File: config.mk
export PLATFORM = sky130hd
export DESIGN_NAME = sleep_deadline_timer_table_flat
export DESIGN_NICKNAME = d
export VERILOG_FILES = /design/src/hdl/sdtt_pkg.sv /design/src/hdl/sdtt_cmd_if.sv /design/src/hdl/sdtt_res_if.sv /design/src/hdl/sdtt_slot_store.sv /design/src/hdl/sdtt_scan_ctrl.sv /design/src/hdl/sleep_deadline_timer_table.sv /design/src/flat_wrapper.sv
export SDC_FILE = /design/constraint.sdc
export NUM_CORES = 2
export LEC_CHECK = 0
export BUFFER_PORTS_ARGS = -buffer_cell sky130_fd_sc_hd__buf_4
export CORE_ASPECT_RATIO = 2
export CORE_UTILIZATION = 55
export DETAILED_ROUTE_END_ITERATION = 6
export PLACE_DENSITY = 0.72
export SYNTH_ARGS = -nofsm -noshare
export SYNTH_HDL_FRONTEND = slang
export SYNTH_SLANG_ARGS = --single-unit
File: constraint.sdc
create_clock -name clk -period 8.9 [get_ports clk]
set_input_delay 0.445 -clock clk [delete_from_list [all_inputs] [get_ports clk]]
set_output_delay 0.445 -clock clk [all_outputs]
set_load 0.02 [all_outputs]
File: src/hdl/sdtt_pkg.sv
// Shared types and constants for the sleep deadline timer table.
`timescale 1ns / 1ps
`default_nettype none
package sdtt_pkg;

  localparam int CMD_W  = 2;
  localparam int ID_W   = 16;
  localparam int DL_W   = 64;
  localparam int STAT_W = 3;
  localparam int INC_W  = 32;

  localparam logic [CMD_W-1:0] CMD_ADD    = 2'd0;
  localparam logic [CMD_W-1:0] CMD_REMOVE = 2'd1;
  localparam logic [CMD_W-1:0] CMD_TICK   = 2'd2;
  localparam logic [CMD_W-1:0] CMD_NONE   = 2'd3;

  localparam logic [STAT_W-1:0] STAT_OK         = 3'd0;
  localparam logic [STAT_W-1:0] STAT_WOKEN      = 3'd1;
  localparam logic [STAT_W-1:0] STAT_NONE_WOKEN = 3'd2;
  localparam logic [STAT_W-1:0] STAT_NOT_FOUND  = 3'd3;
  localparam logic [STAT_W-1:0] STAT_FULL       = 3'd4;

  localparam logic [INC_W-1:0] TICK_INC_RESET = 32'd1000000;

  // Slot store control from the sequencer.
  typedef struct packed {
    logic write;  // write id and deadline, mark slot valid
    logic clear;  // mark slot free
  } store_ctl_t;

endpackage
`default_nettype wire

File: src/hdl/sdtt_cmd_if.sv
// Command channel: valid/ready handshake with the command word.
`timescale 1ns / 1ps
`default_nettype none
interface sdtt_cmd_if;
  import sdtt_pkg::*;

  logic              valid;
  logic              ready;
  logic [CMD_W-1:0]  command;
  logic [ID_W-1:0]   sleeper_id;
  logic [DL_W-1:0]   deadline;

  modport source (output valid, command, sleeper_id, deadline, input ready);
  modport sink   (input valid, command, sleeper_id, deadline, output ready);
endinterface
`default_nettype wire

File: src/hdl/sdtt_res_if.sv
// Result channel: valid/ready handshake with the result word.
`timescale 1ns / 1ps
`default_nettype none
interface sdtt_res_if;
  import sdtt_pkg::*;

  logic              valid;
  logic              ready;
  logic [STAT_W-1:0] status;
  logic [ID_W-1:0]   woken_id;
  logic              last;

  modport source (output valid, status, woken_id, last, input ready);
  modport sink   (input valid, status, woken_id, last, output ready);
endinterface
`default_nettype wire

File: src/hdl/sdtt_slot_store.sv
// Slot table: id and deadline memory with registered read, plus valid flags.
`timescale 1ns / 1ps
`default_nettype none
module sdtt_slot_store #(
  parameter int SLOTS   = 16,
  parameter int ID_BITS = 16
) (
  input  wire logic                                      clk,
  input  wire logic                                      rst,
  input  wire logic [(SLOTS > 1 ? $clog2(SLOTS) : 1)-1:0] rd_addr,
  input  wire logic [(SLOTS > 1 ? $clog2(SLOTS) : 1)-1:0] wr_addr,
  input  wire sdtt_pkg::store_ctl_t                      ctl,
  input  wire logic [ID_BITS-1:0]                        wr_id,
  input  wire logic [sdtt_pkg::DL_W-1:0]                 wr_deadline,
  output      logic [SLOTS-1:0]                          valid_vec,
  output      logic [ID_BITS-1:0]                        rd_id,
  output      logic [sdtt_pkg::DL_W-1:0]                 rd_deadline
);
  import sdtt_pkg::*;

  logic [ID_BITS-1:0] mem_id [SLOTS];
  logic [DL_W-1:0]    mem_dl [SLOTS];

  always_ff @(posedge clk) begin
    if (ctl.write) begin
      mem_id[wr_addr] <= wr_id;
      mem_dl[wr_addr] <= wr_deadline;
    end
    rd_id       <= mem_id[rd_addr];
    rd_deadline <= mem_dl[rd_addr];
  end

  always_ff @(posedge clk) begin
    if (rst) begin
      valid_vec <= '0;
    end else if (ctl.write) begin
      valid_vec[wr_addr] <= 1'b1;
    end else if (ctl.clear) begin
      valid_vec[wr_addr] <= 1'b0;
    end
  end

endmodule
`default_nettype wire

File: src/hdl/sdtt_scan_ctrl.sv
// Sequencer: scans one slot per cycle unless stalled; shared id/dl compare.
`timescale 1ns / 1ps
`default_nettype none
module sdtt_scan_ctrl #(
  parameter int SLOTS   = 16,
  parameter int ID_BITS = 16
) (
  input  wire logic                                      clk,
  input  wire logic                                      rst,
  input  wire logic                                      cfg_we,
  input  wire logic [sdtt_pkg::INC_W-1:0]                cfg_wdata,
  sdtt_cmd_if.sink                                       cmd,
  sdtt_res_if.source                                     res,
  output      logic [(SLOTS > 1 ? $clog2(SLOTS) : 1)-1:0] rd_addr,
  output      logic [(SLOTS > 1 ? $clog2(SLOTS) : 1)-1:0] wr_addr,
  output      sdtt_pkg::store_ctl_t                      ctl,
  output      logic [ID_BITS-1:0]                        wr_id,
  output      logic [sdtt_pkg::DL_W-1:0]                 wr_deadline,
  input  wire logic [SLOTS-1:0]                          valid_vec,
  input  wire logic [ID_BITS-1:0]                        rd_id,
  input  wire logic [sdtt_pkg::DL_W-1:0]                 rd_deadline
);
  import sdtt_pkg::*;

  localparam int IDX_W = SLOTS > 1 ? $clog2(SLOTS) : 1;
  localparam logic [IDX_W-1:0] LAST_IDX = IDX_W'(SLOTS - 1);

  localparam logic [1:0] S_IDLE = 2'd0;
  localparam logic [1:0] S_SCAN = 2'd1;
  localparam logic [1:0] S_DONE = 2'd2;

  logic [1:0]         state, state_next;
  logic [CMD_W-1:0]   cmd_r;
  logic [ID_BITS-1:0] id_r;
  logic [DL_W-1:0]    dl_r;
  logic [DL_W-1:0]    cur_time;
  logic [INC_W-1:0]   tick_inc;
  logic [IDX_W-1:0]   idx, idx_next;
  logic               hit_found, hit_found_next;
  logic [IDX_W-1:0]   hit_slot, hit_slot_next;
  logic               free_found, free_found_next;
  logic [IDX_W-1:0]   free_slot, free_slot_next;
  logic               pend_vld, pend_vld_next;
  logic [ID_BITS-1:0] pend_id, pend_id_next;
  logic               out_vld;
  logic [STAT_W-1:0]  out_stat;
  logic [ID_W-1:0]    out_id;
  logic               out_last;

  logic               accept, out_free, slot_vld, id_eq, due, wake, step;
  logic               load_out;
  logic [STAT_W-1:0]  lo_stat;
  logic [ID_W-1:0]    lo_id;
  logic               lo_last;

  assign cmd.ready   = (state == S_IDLE);
  assign accept      = cmd.valid && cmd.ready;
  assign out_free    = !out_vld || res.ready;
  assign res.valid   = out_vld;
  assign res.status  = out_stat;
  assign res.woken_id = out_id;
  assign res.last    = out_last;

  // Shared compare unit on the slot under the scan index.
  assign slot_vld = valid_vec[idx];
  assign id_eq    = (rd_id == id_r);
  assign due      = (rd_deadline <= cur_time);
  assign wake     = slot_vld && due;

  assign rd_addr     = idx_next;
  assign wr_id       = id_r;
  assign wr_deadline = dl_r;

  always_comb begin
    state_next      = state;
    idx_next        = idx;
    hit_found_next  = hit_found;
    hit_slot_next   = hit_slot;
    free_found_next = free_found;
    free_slot_next  = free_slot;
    pend_vld_next   = pend_vld;
    pend_id_next    = pend_id;
    ctl             = '0;
    wr_addr         = idx;
    load_out        = 1'b0;
    lo_stat         = STAT_OK;
    lo_id           = ID_W'(id_r);
    lo_last         = 1'b1;
    step            = 1'b0;

    case (state)
      S_IDLE: begin
        idx_next = '0;
        if (accept && cmd.command != CMD_NONE) begin
          state_next      = S_SCAN;
          hit_found_next  = 1'b0;
          free_found_next = 1'b0;
          pend_vld_next   = 1'b0;
        end
      end

      S_SCAN: begin
        step = 1'b1;
        if (cmd_r == CMD_TICK) begin
          if (wake && pend_vld && !out_free) begin
            // hold until the previous wake word can go out
            step = 1'b0;
          end else if (wake) begin
            ctl.clear     = 1'b1;
            pend_id_next  = rd_id;
            pend_vld_next = 1'b1;
            if (pend_vld) begin
              load_out = 1'b1;
              lo_stat  = STAT_WOKEN;
              lo_id    = ID_W'(pend_id);
              lo_last  = 1'b0;
            end
          end
        end else begin
          if (slot_vld && id_eq && !hit_found) begin
            hit_found_next = 1'b1;
            hit_slot_next  = idx;
          end
          if (!slot_vld && !free_found) begin
            free_found_next = 1'b1;
            free_slot_next  = idx;
          end
        end
        if (step) begin
          if (idx == LAST_IDX) begin
            state_next = S_DONE;
            idx_next   = '0;
          end else begin
            idx_next = idx + IDX_W'(1);
          end
        end
      end

      S_DONE: begin
        idx_next = '0;
        if (out_free) begin
          load_out   = 1'b1;
          state_next = S_IDLE;
          case (cmd_r)
            CMD_ADD: begin
              if (hit_found) begin
                ctl.write = 1'b1;
                wr_addr   = hit_slot;
              end else if (free_found) begin
                ctl.write = 1'b1;
                wr_addr   = free_slot;
              end else begin
                lo_stat = STAT_FULL;
              end
            end
            CMD_REMOVE: begin
              if (hit_found) begin
                ctl.clear = 1'b1;
                wr_addr   = hit_slot;
              end else begin
                lo_stat = STAT_NOT_FOUND;
              end
            end
            CMD_TICK: begin
              if (pend_vld) begin
                lo_stat = STAT_WOKEN;
                lo_id   = ID_W'(pend_id);
              end else begin
                lo_stat = STAT_NONE_WOKEN;
                lo_id   = '0;
              end
            end
            default: begin
              lo_stat = STAT_OK;
            end
          endcase
        end
      end

      default: begin
        state_next = S_IDLE;
      end
    endcase
  end

  always_ff @(posedge clk) begin
    if (rst) begin
      state      <= S_IDLE;
      idx        <= '0;
      hit_found  <= 1'b0;
      free_found <= 1'b0;
      pend_vld   <= 1'b0;
      out_vld    <= 1'b0;
      cur_time   <= '0;
      tick_inc   <= TICK_INC_RESET;
    end else begin
      state      <= state_next;
      idx        <= idx_next;
      hit_found  <= hit_found_next;
      free_found <= free_found_next;
      pend_vld   <= pend_vld_next;
      if (cfg_we) begin
        tick_inc <= cfg_wdata;
      end
      if (accept && cmd.command == CMD_TICK) begin
        cur_time <= cur_time + DL_W'(tick_inc);
      end
      if (load_out) begin
        out_vld <= 1'b1;
      end else if (res.ready) begin
        out_vld <= 1'b0;
      end
    end
  end

  always_ff @(posedge clk) begin
    hit_slot  <= hit_slot_next;
    free_slot <= free_slot_next;
    pend_id   <= pend_id_next;
    if (accept) begin
      cmd_r <= cmd.command;
      id_r  <= ID_BITS'(cmd.sleeper_id);
      dl_r  <= cmd.deadline;
    end
    if (load_out) begin
      out_stat <= lo_stat;
      out_id   <= lo_id;
      out_last <= lo_last;
    end
  end

endmodule
`default_nettype wire

File: src/hdl/sleep_deadline_timer_table.sv
// Top level of the sleep deadline timer table.
`timescale 1ns / 1ps
`default_nettype none
// Keeps up to SLOTS sleepers (id plus absolute 64-bit deadline) and a system
// time. Add enters or re-arms a sleeper, remove drops one, tick advances the
// time by tick_increment and wakes every sleeper now due, one result word per
// wake in slot order with last on the final one (or one "nothing woken" word).
// Every add, remove or tick is accepted, then steps through each slot in turn
// via the single id/deadline comparator that scans the table, then commits
// and posts the final word; a stalled result port holds the scan or the
// commit. The unused command code is accepted and gives no result. The block
// is not ready while an item is in flight, but it takes the next command
// while the last result word still waits in the output register.
module sleep_deadline_timer_table #(
  parameter int SLOTS   = 16,
  parameter int ID_BITS = 16
) (
  input  wire logic                        clk,
  input  wire logic                        rst,
  input  wire logic                        cfg_we,
  input  wire logic [sdtt_pkg::INC_W-1:0]  cfg_wdata,
  sdtt_cmd_if.sink                         cmd,
  sdtt_res_if.source                       res
);
  import sdtt_pkg::*;

  localparam int IDX_W = SLOTS > 1 ? $clog2(SLOTS) : 1;

  logic [IDX_W-1:0]   rd_addr, wr_addr;
  store_ctl_t         ctl;
  logic [ID_BITS-1:0] wr_id, rd_id;
  logic [DL_W-1:0]    wr_deadline, rd_deadline;
  logic [SLOTS-1:0]   valid_vec;

  sdtt_scan_ctrl #(
    .SLOTS   (SLOTS),
    .ID_BITS (ID_BITS)
  ) u_ctrl (
    .clk         (clk),
    .rst         (rst),
    .cfg_we      (cfg_we),
    .cfg_wdata   (cfg_wdata),
    .cmd         (cmd),
    .res         (res),
    .rd_addr     (rd_addr),
    .wr_addr     (wr_addr),
    .ctl         (ctl),
    .wr_id       (wr_id),
    .wr_deadline (wr_deadline),
    .valid_vec   (valid_vec),
    .rd_id       (rd_id),
    .rd_deadline (rd_deadline)
  );

  sdtt_slot_store #(
    .SLOTS   (SLOTS),
    .ID_BITS (ID_BITS)
  ) u_store (
    .clk         (clk),
    .rst         (rst),
    .rd_addr     (rd_addr),
    .wr_addr     (wr_addr),
    .ctl         (ctl),
    .wr_id       (wr_id),
    .wr_deadline (wr_deadline),
    .valid_vec   (valid_vec),
    .rd_id       (rd_id),
    .rd_deadline (rd_deadline)
  );

  // Table updates happen only while a command is in flight.
  a_store_busy: assert property (@(posedge clk) disable iff (rst)
    (ctl.write || ctl.clear) |-> !cmd.ready)
    else $error("slot table updated while idle");

  // A real command holds off the next one: the block is not ready right after accepting it.
  a_cmd_busy: assert property (@(posedge clk) disable iff (rst)
    (cmd.valid && cmd.ready && cmd.command != CMD_NONE) |=> !cmd.ready)
    else $error("command accepted back to back with a scan");

  // An empty tick ends the item with a zero id.
  a_none_woken: assert property (@(posedge clk) disable iff (rst)
    (res.valid && res.status == STAT_NONE_WOKEN) |-> (res.last && res.woken_id == '0))
    else $error("nothing-woken word malformed");

  // Write and clear never fire together.
  a_ctl_excl: assert property (@(posedge clk) disable iff (rst)
    !(ctl.write && ctl.clear))
    else $error("slot write and clear in the same cycle");

endmodule
`default_nettype wire

File: src/flat_wrapper.sv
// flat-port wrapper written by rule: the top's interface ports become plain ports
module sleep_deadline_timer_table_flat import sdtt_pkg::*;
#(
  parameter int SLOTS   = 16,
  parameter int ID_BITS = 16
)
  (clk, rst, cfg_we, cfg_wdata, cmd_valid, cmd_command, cmd_sleeper_id, cmd_deadline, cmd_ready, res_valid, res_status, res_woken_id, res_last, res_ready);
  sdtt_cmd_if cmd_i ();
  sdtt_res_if res_i ();
  input  wire logic clk;
  input  wire logic rst;
  input  wire logic cfg_we;
  input  wire logic [sdtt_pkg::INC_W-1:0] cfg_wdata;
  input wire logic [$bits(cmd_i.valid)-1:0] cmd_valid;
  input wire logic [$bits(cmd_i.command)-1:0] cmd_command;
  input wire logic [$bits(cmd_i.sleeper_id)-1:0] cmd_sleeper_id;
  input wire logic [$bits(cmd_i.deadline)-1:0] cmd_deadline;
  output wire logic [$bits(cmd_i.ready)-1:0] cmd_ready;
  output wire logic [$bits(res_i.valid)-1:0] res_valid;
  output wire logic [$bits(res_i.status)-1:0] res_status;
  output wire logic [$bits(res_i.woken_id)-1:0] res_woken_id;
  output wire logic [$bits(res_i.last)-1:0] res_last;
  input wire logic [$bits(res_i.ready)-1:0] res_ready;
  assign cmd_i.valid = cmd_valid;
  assign cmd_i.command = cmd_command;
  assign cmd_i.sleeper_id = cmd_sleeper_id;
  assign cmd_i.deadline = cmd_deadline;
  assign cmd_ready = cmd_i.ready;
  assign res_valid = res_i.valid;
  assign res_status = res_i.status;
  assign res_woken_id = res_i.woken_id;
  assign res_last = res_i.last;
  assign res_i.ready = res_ready;
  sleep_deadline_timer_table #(.SLOTS(SLOTS), .ID_BITS(ID_BITS)) u_core (.clk(clk), .rst(rst), .cfg_we(cfg_we), .cfg_wdata(cfg_wdata), .cmd(cmd_i), .res(res_i));
endmodule
# Word-level counts from Yosys, hierarchy flattened
# Memories as Yosys holds them, arrays and structs flattened. A register that Yosys moved wholly into a read port is not among the register bits.
# Index checks and enable logic that the tools add are counted.
dict set report totals {
  regBits 248
  latchBits 0
  ramBits 1280
  romBits 0
  input_bits 119
  mem_count 2
}
# memory depth width read_ports rd_clocked_by_memory_dff write_ports line_no
set mem_list {}
lappend mem_list {u_core.u_store.mem_dl 16 64 1 1 1 sdtt_slot_store.sv:22} ;# logic [DL_W-1:0] mem_dl [SLOTS];
lappend mem_list {u_core.u_store.mem_id 16 16 1 1 1 sdtt_slot_store.sv:21} ;# logic [ID_BITS-1:0] mem_id [SLOTS];
dict set report op_classes {
  n_addsub 2
  multipliers 0
  n_div 0
  order_cmp 4
  eq_ne 18
  shifts 0
  muxes 75
  bitwise 7
  reduce_logical 30
}
# cell count
set ops {}
lappend ops {{two-way mux 16 bit} 9}
lappend ops {{adder 64 x 32 -> 64 bit} 1}
lappend ops {{<= comparator 64 bit} 1}
lappend ops {{two-way mux 1 bit} 36}
lappend ops {{one-hot mux 16 bit (2 select lines)} 1}
lappend ops {{two-way mux 4 bit} 7}
lappend ops {{inequality test 2 bit (second input constant)} 9}
lappend ops {{AND 16 bit} 1}
lappend ops {{equality test 16 bit} 1}
lappend ops {{NOT 16 bit} 1}
lappend ops {{OR 16 bit} 1}
lappend ops {{one-hot mux 4 bit (2 select lines)} 2}
lappend ops {{AND reduction 4 bit} 4}
lappend ops {{two-way mux 2 bit} 7}
lappend ops {{logical AND 1 bit} 10}
lappend ops {{less-than comparator 4 x 5 -> 1 bit (second input constant)} 2}
lappend ops {{one-hot mux 1 bit (2 select lines)} 5}
lappend ops {{two-way mux 3 bit} 3}
lappend ops {{one-hot mux 3 bit (3 select lines)} 1}
lappend ops {{equality test 2 bit (second input constant)} 3}
lappend ops {{one-hot mux 2 bit (3 select lines)} 1}
lappend ops {{one-hot mux 3 bit (2 select lines)} 1}
lappend ops {{AND reduction 3 bit} 2}
lappend ops {{nonzero test 2 bit} 3}
lappend ops {{other kinds (14)} 24}

# Depth between registers and ports, before layout
dict set report logic_depth {
  ltp_word 13
  depth_mapped 16
  ltp_nobuf 14
}

# Modules after synthesis
# Synthesis repeated with hierarchy kept, for this count alone.
dict set report hier_totals {
  cells_unflattened 3502
  hier_area_um2 63190.6
}
# mod n_inst cells_per_inst area_per_inst_um2 seq_area_each_um2
set modules_own_cells {}
lappend modules_own_cells {sdtt_slot_store 1 2130 50031.7 40358.7}
lappend modules_own_cells {sdtt_scan_ctrl 1 1372 13158.9 5905.7}

# Worst setup path after synthesis
# Ideal clock, no wire load.
dict set report synth_timing {
  kind {reg-to-reg}
  startpoint {register u_core.u_ctrl.state[0]}
  endpoint {register u_core.u_ctrl.cur_time[59]}
  arrival_time_ns 6.095
  required_ns 8.772
  slack_ns 2.677
  stages_incl_launch_ff 12
  path_buffers 1
  period_less_slack_ns 6.223
  cell_sequence {dfxtp_1 > inv_1 > ha_1 > and2_0 > nand3b_1 > nor3_1 > a32oi_1 > o41ai_1 > clkbuf_1 > nand3_1 > xnor2_1 > nor2_1}
}
dict set report synth_via {
  elab_chain_len 3
}
# item line_no
set synth_rtl {}
lappend synth_rtl {{from (decl)} sdtt_scan_ctrl.sv:32} ;# logic [1:0] state, state_next;
lappend synth_rtl {{from (signal assigned)} sdtt_scan_ctrl.sv:197} ;# state <= state_next;
lappend synth_rtl {{logical NOT 2 bit} sdtt_scan_ctrl.sv:56} ;# assign cmd.ready = (state == S_IDLE);
lappend synth_rtl {{via cmd_ready} flat_wrapper.sv:18} ;# output wire logic [$bits(cmd_i.ready)-1:0] cmd_ready;
lappend synth_rtl {{logical AND 1 bit} sdtt_scan_ctrl.sv:57} ;# assign accept = cmd.valid && cmd.ready;
lappend synth_rtl {{via u_core.u_ctrl.accept} sdtt_scan_ctrl.sv:50} ;# logic accept, out_free, slot_vld, id_eq, due, wake, step;
lappend synth_rtl {{logical AND 1 bit} sdtt_scan_ctrl.sv:205} ;# if (accept && cmd.command == CMD_TICK) begin
lappend synth_rtl {{to (signal assigned)} sdtt_scan_ctrl.sv:206} ;# cur_time <= cur_time + DL_W'(tick_inc);
lappend synth_rtl {{to (decl)} sdtt_scan_ctrl.sv:36} ;# logic [DL_W-1:0] cur_time;
# The timed path passes the listed nets, and every way through them passes these cells.
# A chain may end at the register's enable or synchronous reset.

# Worst setup path in the final report
dict set report layout_timing {
  startpoint {register u_core.u_ctrl.cur_time[54]}
  endpoint {register u_core.u_store.rd_deadline[33] (netlist bit), read port of u_core.u_store.mem_dl}
}
dict set report layout_via {
  elab_chain_len 9
}
# item line_no
set layout_rtl {}
lappend layout_rtl {{<= comparator 64 bit} sdtt_scan_ctrl.sv:67} ;# assign due = (rd_deadline <= cur_time);
lappend layout_rtl {{logical AND 1 bit} sdtt_scan_ctrl.sv:68} ;# assign wake = slot_vld && due;
lappend layout_rtl {{logical AND 1 bit (2 in a row)} sdtt_scan_ctrl.sv:105} ;# if (wake && pend_vld && !out_free) begin
lappend layout_rtl {{two-way mux 1 bit} sdtt_scan_ctrl.sv:105}
lappend layout_rtl {{two-way mux 1 bit} sdtt_scan_ctrl.sv:104} ;# if (cmd_r == CMD_TICK) begin
lappend layout_rtl {{two-way mux 1 bit} sdtt_scan_ctrl.sv:91} ;# case (state)
lappend layout_rtl {{two-way mux 4 bit} sdtt_scan_ctrl.sv:129} ;# if (step) begin
lappend layout_rtl {{one-hot mux 4 bit (2 select lines)} sdtt_scan_ctrl.sv:91}
lappend layout_rtl {{to (decl)} sdtt_slot_store.sv:17} ;# output logic [sdtt_pkg::DL_W-1:0] rd_deadline
# No other way between the ends. The select of a mux whose other input is x is not followed.

==> impl_metrics.env <==
export IMPL_area_growth_pct=13.01
export IMPL_tns_ps=0
export IMPL_reg2reg_from="u_core.u_ctrl.cur_time[54]"
export IMPL_vdd_ir_drop_max_mv=0.4797
export IMPL_crit_fanout=149
export IMPL_pwr_share_seq_pct=49.4
export IMPL_startpoint_type="register"
export IMPL_cts_root_buf="clkbuf_16"
export IMPL_portBuffers=140
export IMPL_regArea_um2=46260
export IMPL_num_vias=33740
export IMPL_yosys_top_cells_area="edfxtp_1 67%, mux4_2 12%, dfxtp_1 6.4%, nand3_1 2.2%, ha_1 2.0%"
export IMPL_power_leakage_nw=23.10
export IMPL_postSynthAreaPerCell_um2=17.91
export IMPL_coreArea_um2=113600
export IMPL_synth_main_ff_cell="edfxtp_1"
export IMPL_fill_cells=7910
export IMPL_fmax_mhz=153.0
export IMPL_arrival_ps=7080
export IMPL_die_x_um=241.3
export IMPL_clock_latency_ps=760
export IMPL_rows=175
export IMPL_grt_pass1_wl_um=216500
export IMPL_worst_slew_pin_transition_ps=1259
export IMPL_drv_slew=0
export IMPL_track_usage_pct=26.01
export IMPL_p_comb_share_pct=19.2
export IMPL_crit_required_ps=9440
export IMPL_cts_resized=0
export IMPL_outcome="finished clean"
export IMPL_drc=0
export IMPL_grt_start_max_net_pins=163
export IMPL_clock_sinks=1608
export IMPL_viasPerCell=6.252
export IMPL_die_area_um2=116000
export IMPL_yosysMostFrequentCell="edfxtp_1"
export IMPL_final_cells=5396
export IMPL_cts_tree="built"
export IMPL_place_area_um2=65650
export IMPL_initial_core_util_pct=55.43
export IMPL_synthArstFlopShare_pct=0
export IMPL_first_iter_violations=3338
export IMPL_grt_overflow=0
export IMPL_yosysWarnings=0
export IMPL_place_congestion=0.8947
export IMPL_die_h_um=480.6
export IMPL_drive_above_1_share_pct=19.00
export IMPL_synth_top_area_share_pct=67.03
export IMPL_antenna_found_initial=2
export IMPL_firstDrtPassIters=5
export IMPL_syn_area_um2=62990
export IMPL_syn_inst=3517
export IMPL_hold_path_class="input pin to register"
export IMPL_path_class="register to register"
export IMPL_power_switching_w=0.005013
export IMPL_ys_ff_latch=1608
export IMPL_ios=141
export IMPL_maxCapViolCount=0
export IMPL_grt_pass1_vias=34280
export IMPL_finalHoldViolations=0
export IMPL_whs_ps=201.3
export IMPL_htreeDepth=4
export IMPL_wl_per_cell_um=27.25
export IMPL_clk_pin_slew_ps=70
export IMPL_synthTopCellsByCount="1406 x edfxtp_1, 323 x mux4_2, 278 x nand3_1, 202 x dfxtp_1, 170 x nand2_1"
export IMPL_p_per_area_nw_per_um2=264.3
export IMPL_period_needed_ps=6538
export IMPL_syn_num_nets=3738
export IMPL_synth_distinct_cells=71
export IMPL_critPathCaptureType="register"
export IMPL_holdCritStartpoint="rst"
export IMPL_dp_cells=5031
export IMPL_multiInputGateArea_um2=15570
export IMPL_swShare_pct=26.64
export IMPL_ys_seq_area_share_pct=73.45
export IMPL_final_core_util_pct=62.64
export IMPL_p_clk_share_pct=31.5
export IMPL_wirelength_um=147000
export IMPL_setup_viol=0
export IMPL_stdcell_area_um2=71190
export IMPL_skew_ps=23.33
export IMPL_intPower_w=0.01380
export IMPL_final_nets=4000
export IMPL_hpwl_um=75950
export IMPL_cts_buffers_inserted=136
export IMPL_maxSlewHeadroom_pct=15.49
export IMPL_synth_largest_area_cell="edfxtp_1"
export IMPL_synth_edf_count=1406
export IMPL_startpoint="u_core.u_ctrl.cur_time[54]"
export IMPL_ant_nets=0
export IMPL_clockBufferDepth=3
export IMPL_rsz0062_at_grt="false"
export IMPL_fin_crit_sh_pct=73.46
state kept, by name, summed over array words and instances (netlist names), named ones only:
register / count
u_core.u_ctrl.res.last: 1
u_core.u_store.rd_id: 16
u_core.u_store.rd_deadline: 64
u_core.u_ctrl.res.valid: 1
u_core.u_ctrl.wr_id: 16
u_core.u_ctrl.free_found: 1
u_core.u_ctrl.tick_inc: 32
u_core.u_ctrl.hit_slot: 4
u_core.u_ctrl.wr_deadline: 64
u_core.u_ctrl.pend_id: 16
u_core.u_ctrl.idx: 4
u_core.u_ctrl.cur_time: 64
u_core.u_ctrl.state: 2
u_core.u_ctrl.res.status: 3
u_core.u_ctrl.hit_found: 1
u_core.u_store.mem_id: 256
u_core.u_ctrl.cmd_r: 2
u_core.u_ctrl.pend_vld: 1
u_core.u_ctrl.free_slot: 4
u_core.u_store.mem_dl: 1024
u_core.u_ctrl.res.woken_id: 16
layout make-up:
| cell class | instances | area share, % |
|---|---|---|
| well taps | 1504 | 2.644 |
| flip-flops and latches | 1608 | 64.99 |
| inverters | 114 | 0.6574 |
| clock inverters | 58 | 0.7822 |
| multi-input cells | 1622 | 21.87 |
| repair buffers | 297 | 3.656 |
| clock buffers | 191 | 5.391 |
| diodes | 2 | 0.007031 |
what timing repair did:
action,CTS,global route
hold buffers,114,0
endpoints found under the hold margin,114,0
setup endpoints to repair,0,0
buffers inserted,0,0
layer usage:
| layer | GRT usage [%] | wire length (µm) | up-vias |
|---|---|---|---|
| met1 | 32.78 | 55500 | 17530 |
| li1 | - | - | 14610 |
| met4 | 10.21 | 5450 | 0 |
| met2 | 45.33 | 76970 | 1310 |
| met5 | 0 | 0 | - |
| met3 | 3.579 | 9130 | 292 |
power by group through the flow:
stage	combinational, W	sequential [W]	clock [W]
after floorplan	0.00278	0.00918	0
after global placement	0.00351	0.00944	0
after detailed placement	0.00357	0.00946	0
after CTS	0.00363	0.00930	0.00600
after global routing	0.00393	0.00932	0.00628
final	0.00361	0.00929	0.00592
critical path: stages, from the launching register on:
cell and delay [ps]:
dfxtp_1 430, inv_1 70, ha_1 300, nand4_1 190, or4_1 650, or4_4 600
a311oi_1 540, a211oi_1 310, nand3_1 150, nor3b_1 730, nand2_4 650, buf_12 470
mux4_2 470, a22oi_1 200, nand3_1 280
path summary, 6_finish.rpt:
path | to | slack [ps] | cells after the start
max | u_core.u_store.rd_deadline[33] | 2360 | 14
min | u_core.u_ctrl.state[0] | 200 | 2
max reg2reg | u_core.u_store.rd_deadline[33] | 2360 | 14
min reg2reg | u_core.u_ctrl.pend_id[11] | 460 | 0
cell families (layout without fill, tap and decap cells):
kind of cell               after synthesis  in the layout  synth area share [%]
DFF                                   1608           1608                 73.45
and+or+nand+nor                        701            701                 5.377
AOI/OAI and AO/OA                      412            412                 4.378
muxes                                  362            362                 12.18
buffers and inverters                  287            660                 1.958
adders and majority gates              102            102                 2.038
xor gates and xnor gates                45             45                0.6257
other                                    0              2                     0
layout by cell type, fill, tap and decap left out, types with 60 or more instances in the layout:
cell,synthesis,final
dfxtp_1,202,202
nor2_1,99,99
edfxtp_1,1406,1406
a21oi_1,117,117
inv_1,114,98
ha_1,101,101
nand3_1,278,278
dlygate4sd3_1,0,114
o21ai_0,60,60
buf_4,14,176
mux4_2,323,323
a22oi_1,83,83
clkbuf_16,0,142
nand2_1,170,169
stage by stage:
stage	setup WS, ps	power (W)
finish	2362	0.01881
floorplan	2677	0.01197
CTS	2521	0.01893
global placement	2530	0.01295
global route	2098	0.01953
detailed placement	2532	0.01303
(Power assumes the default switching activity.)
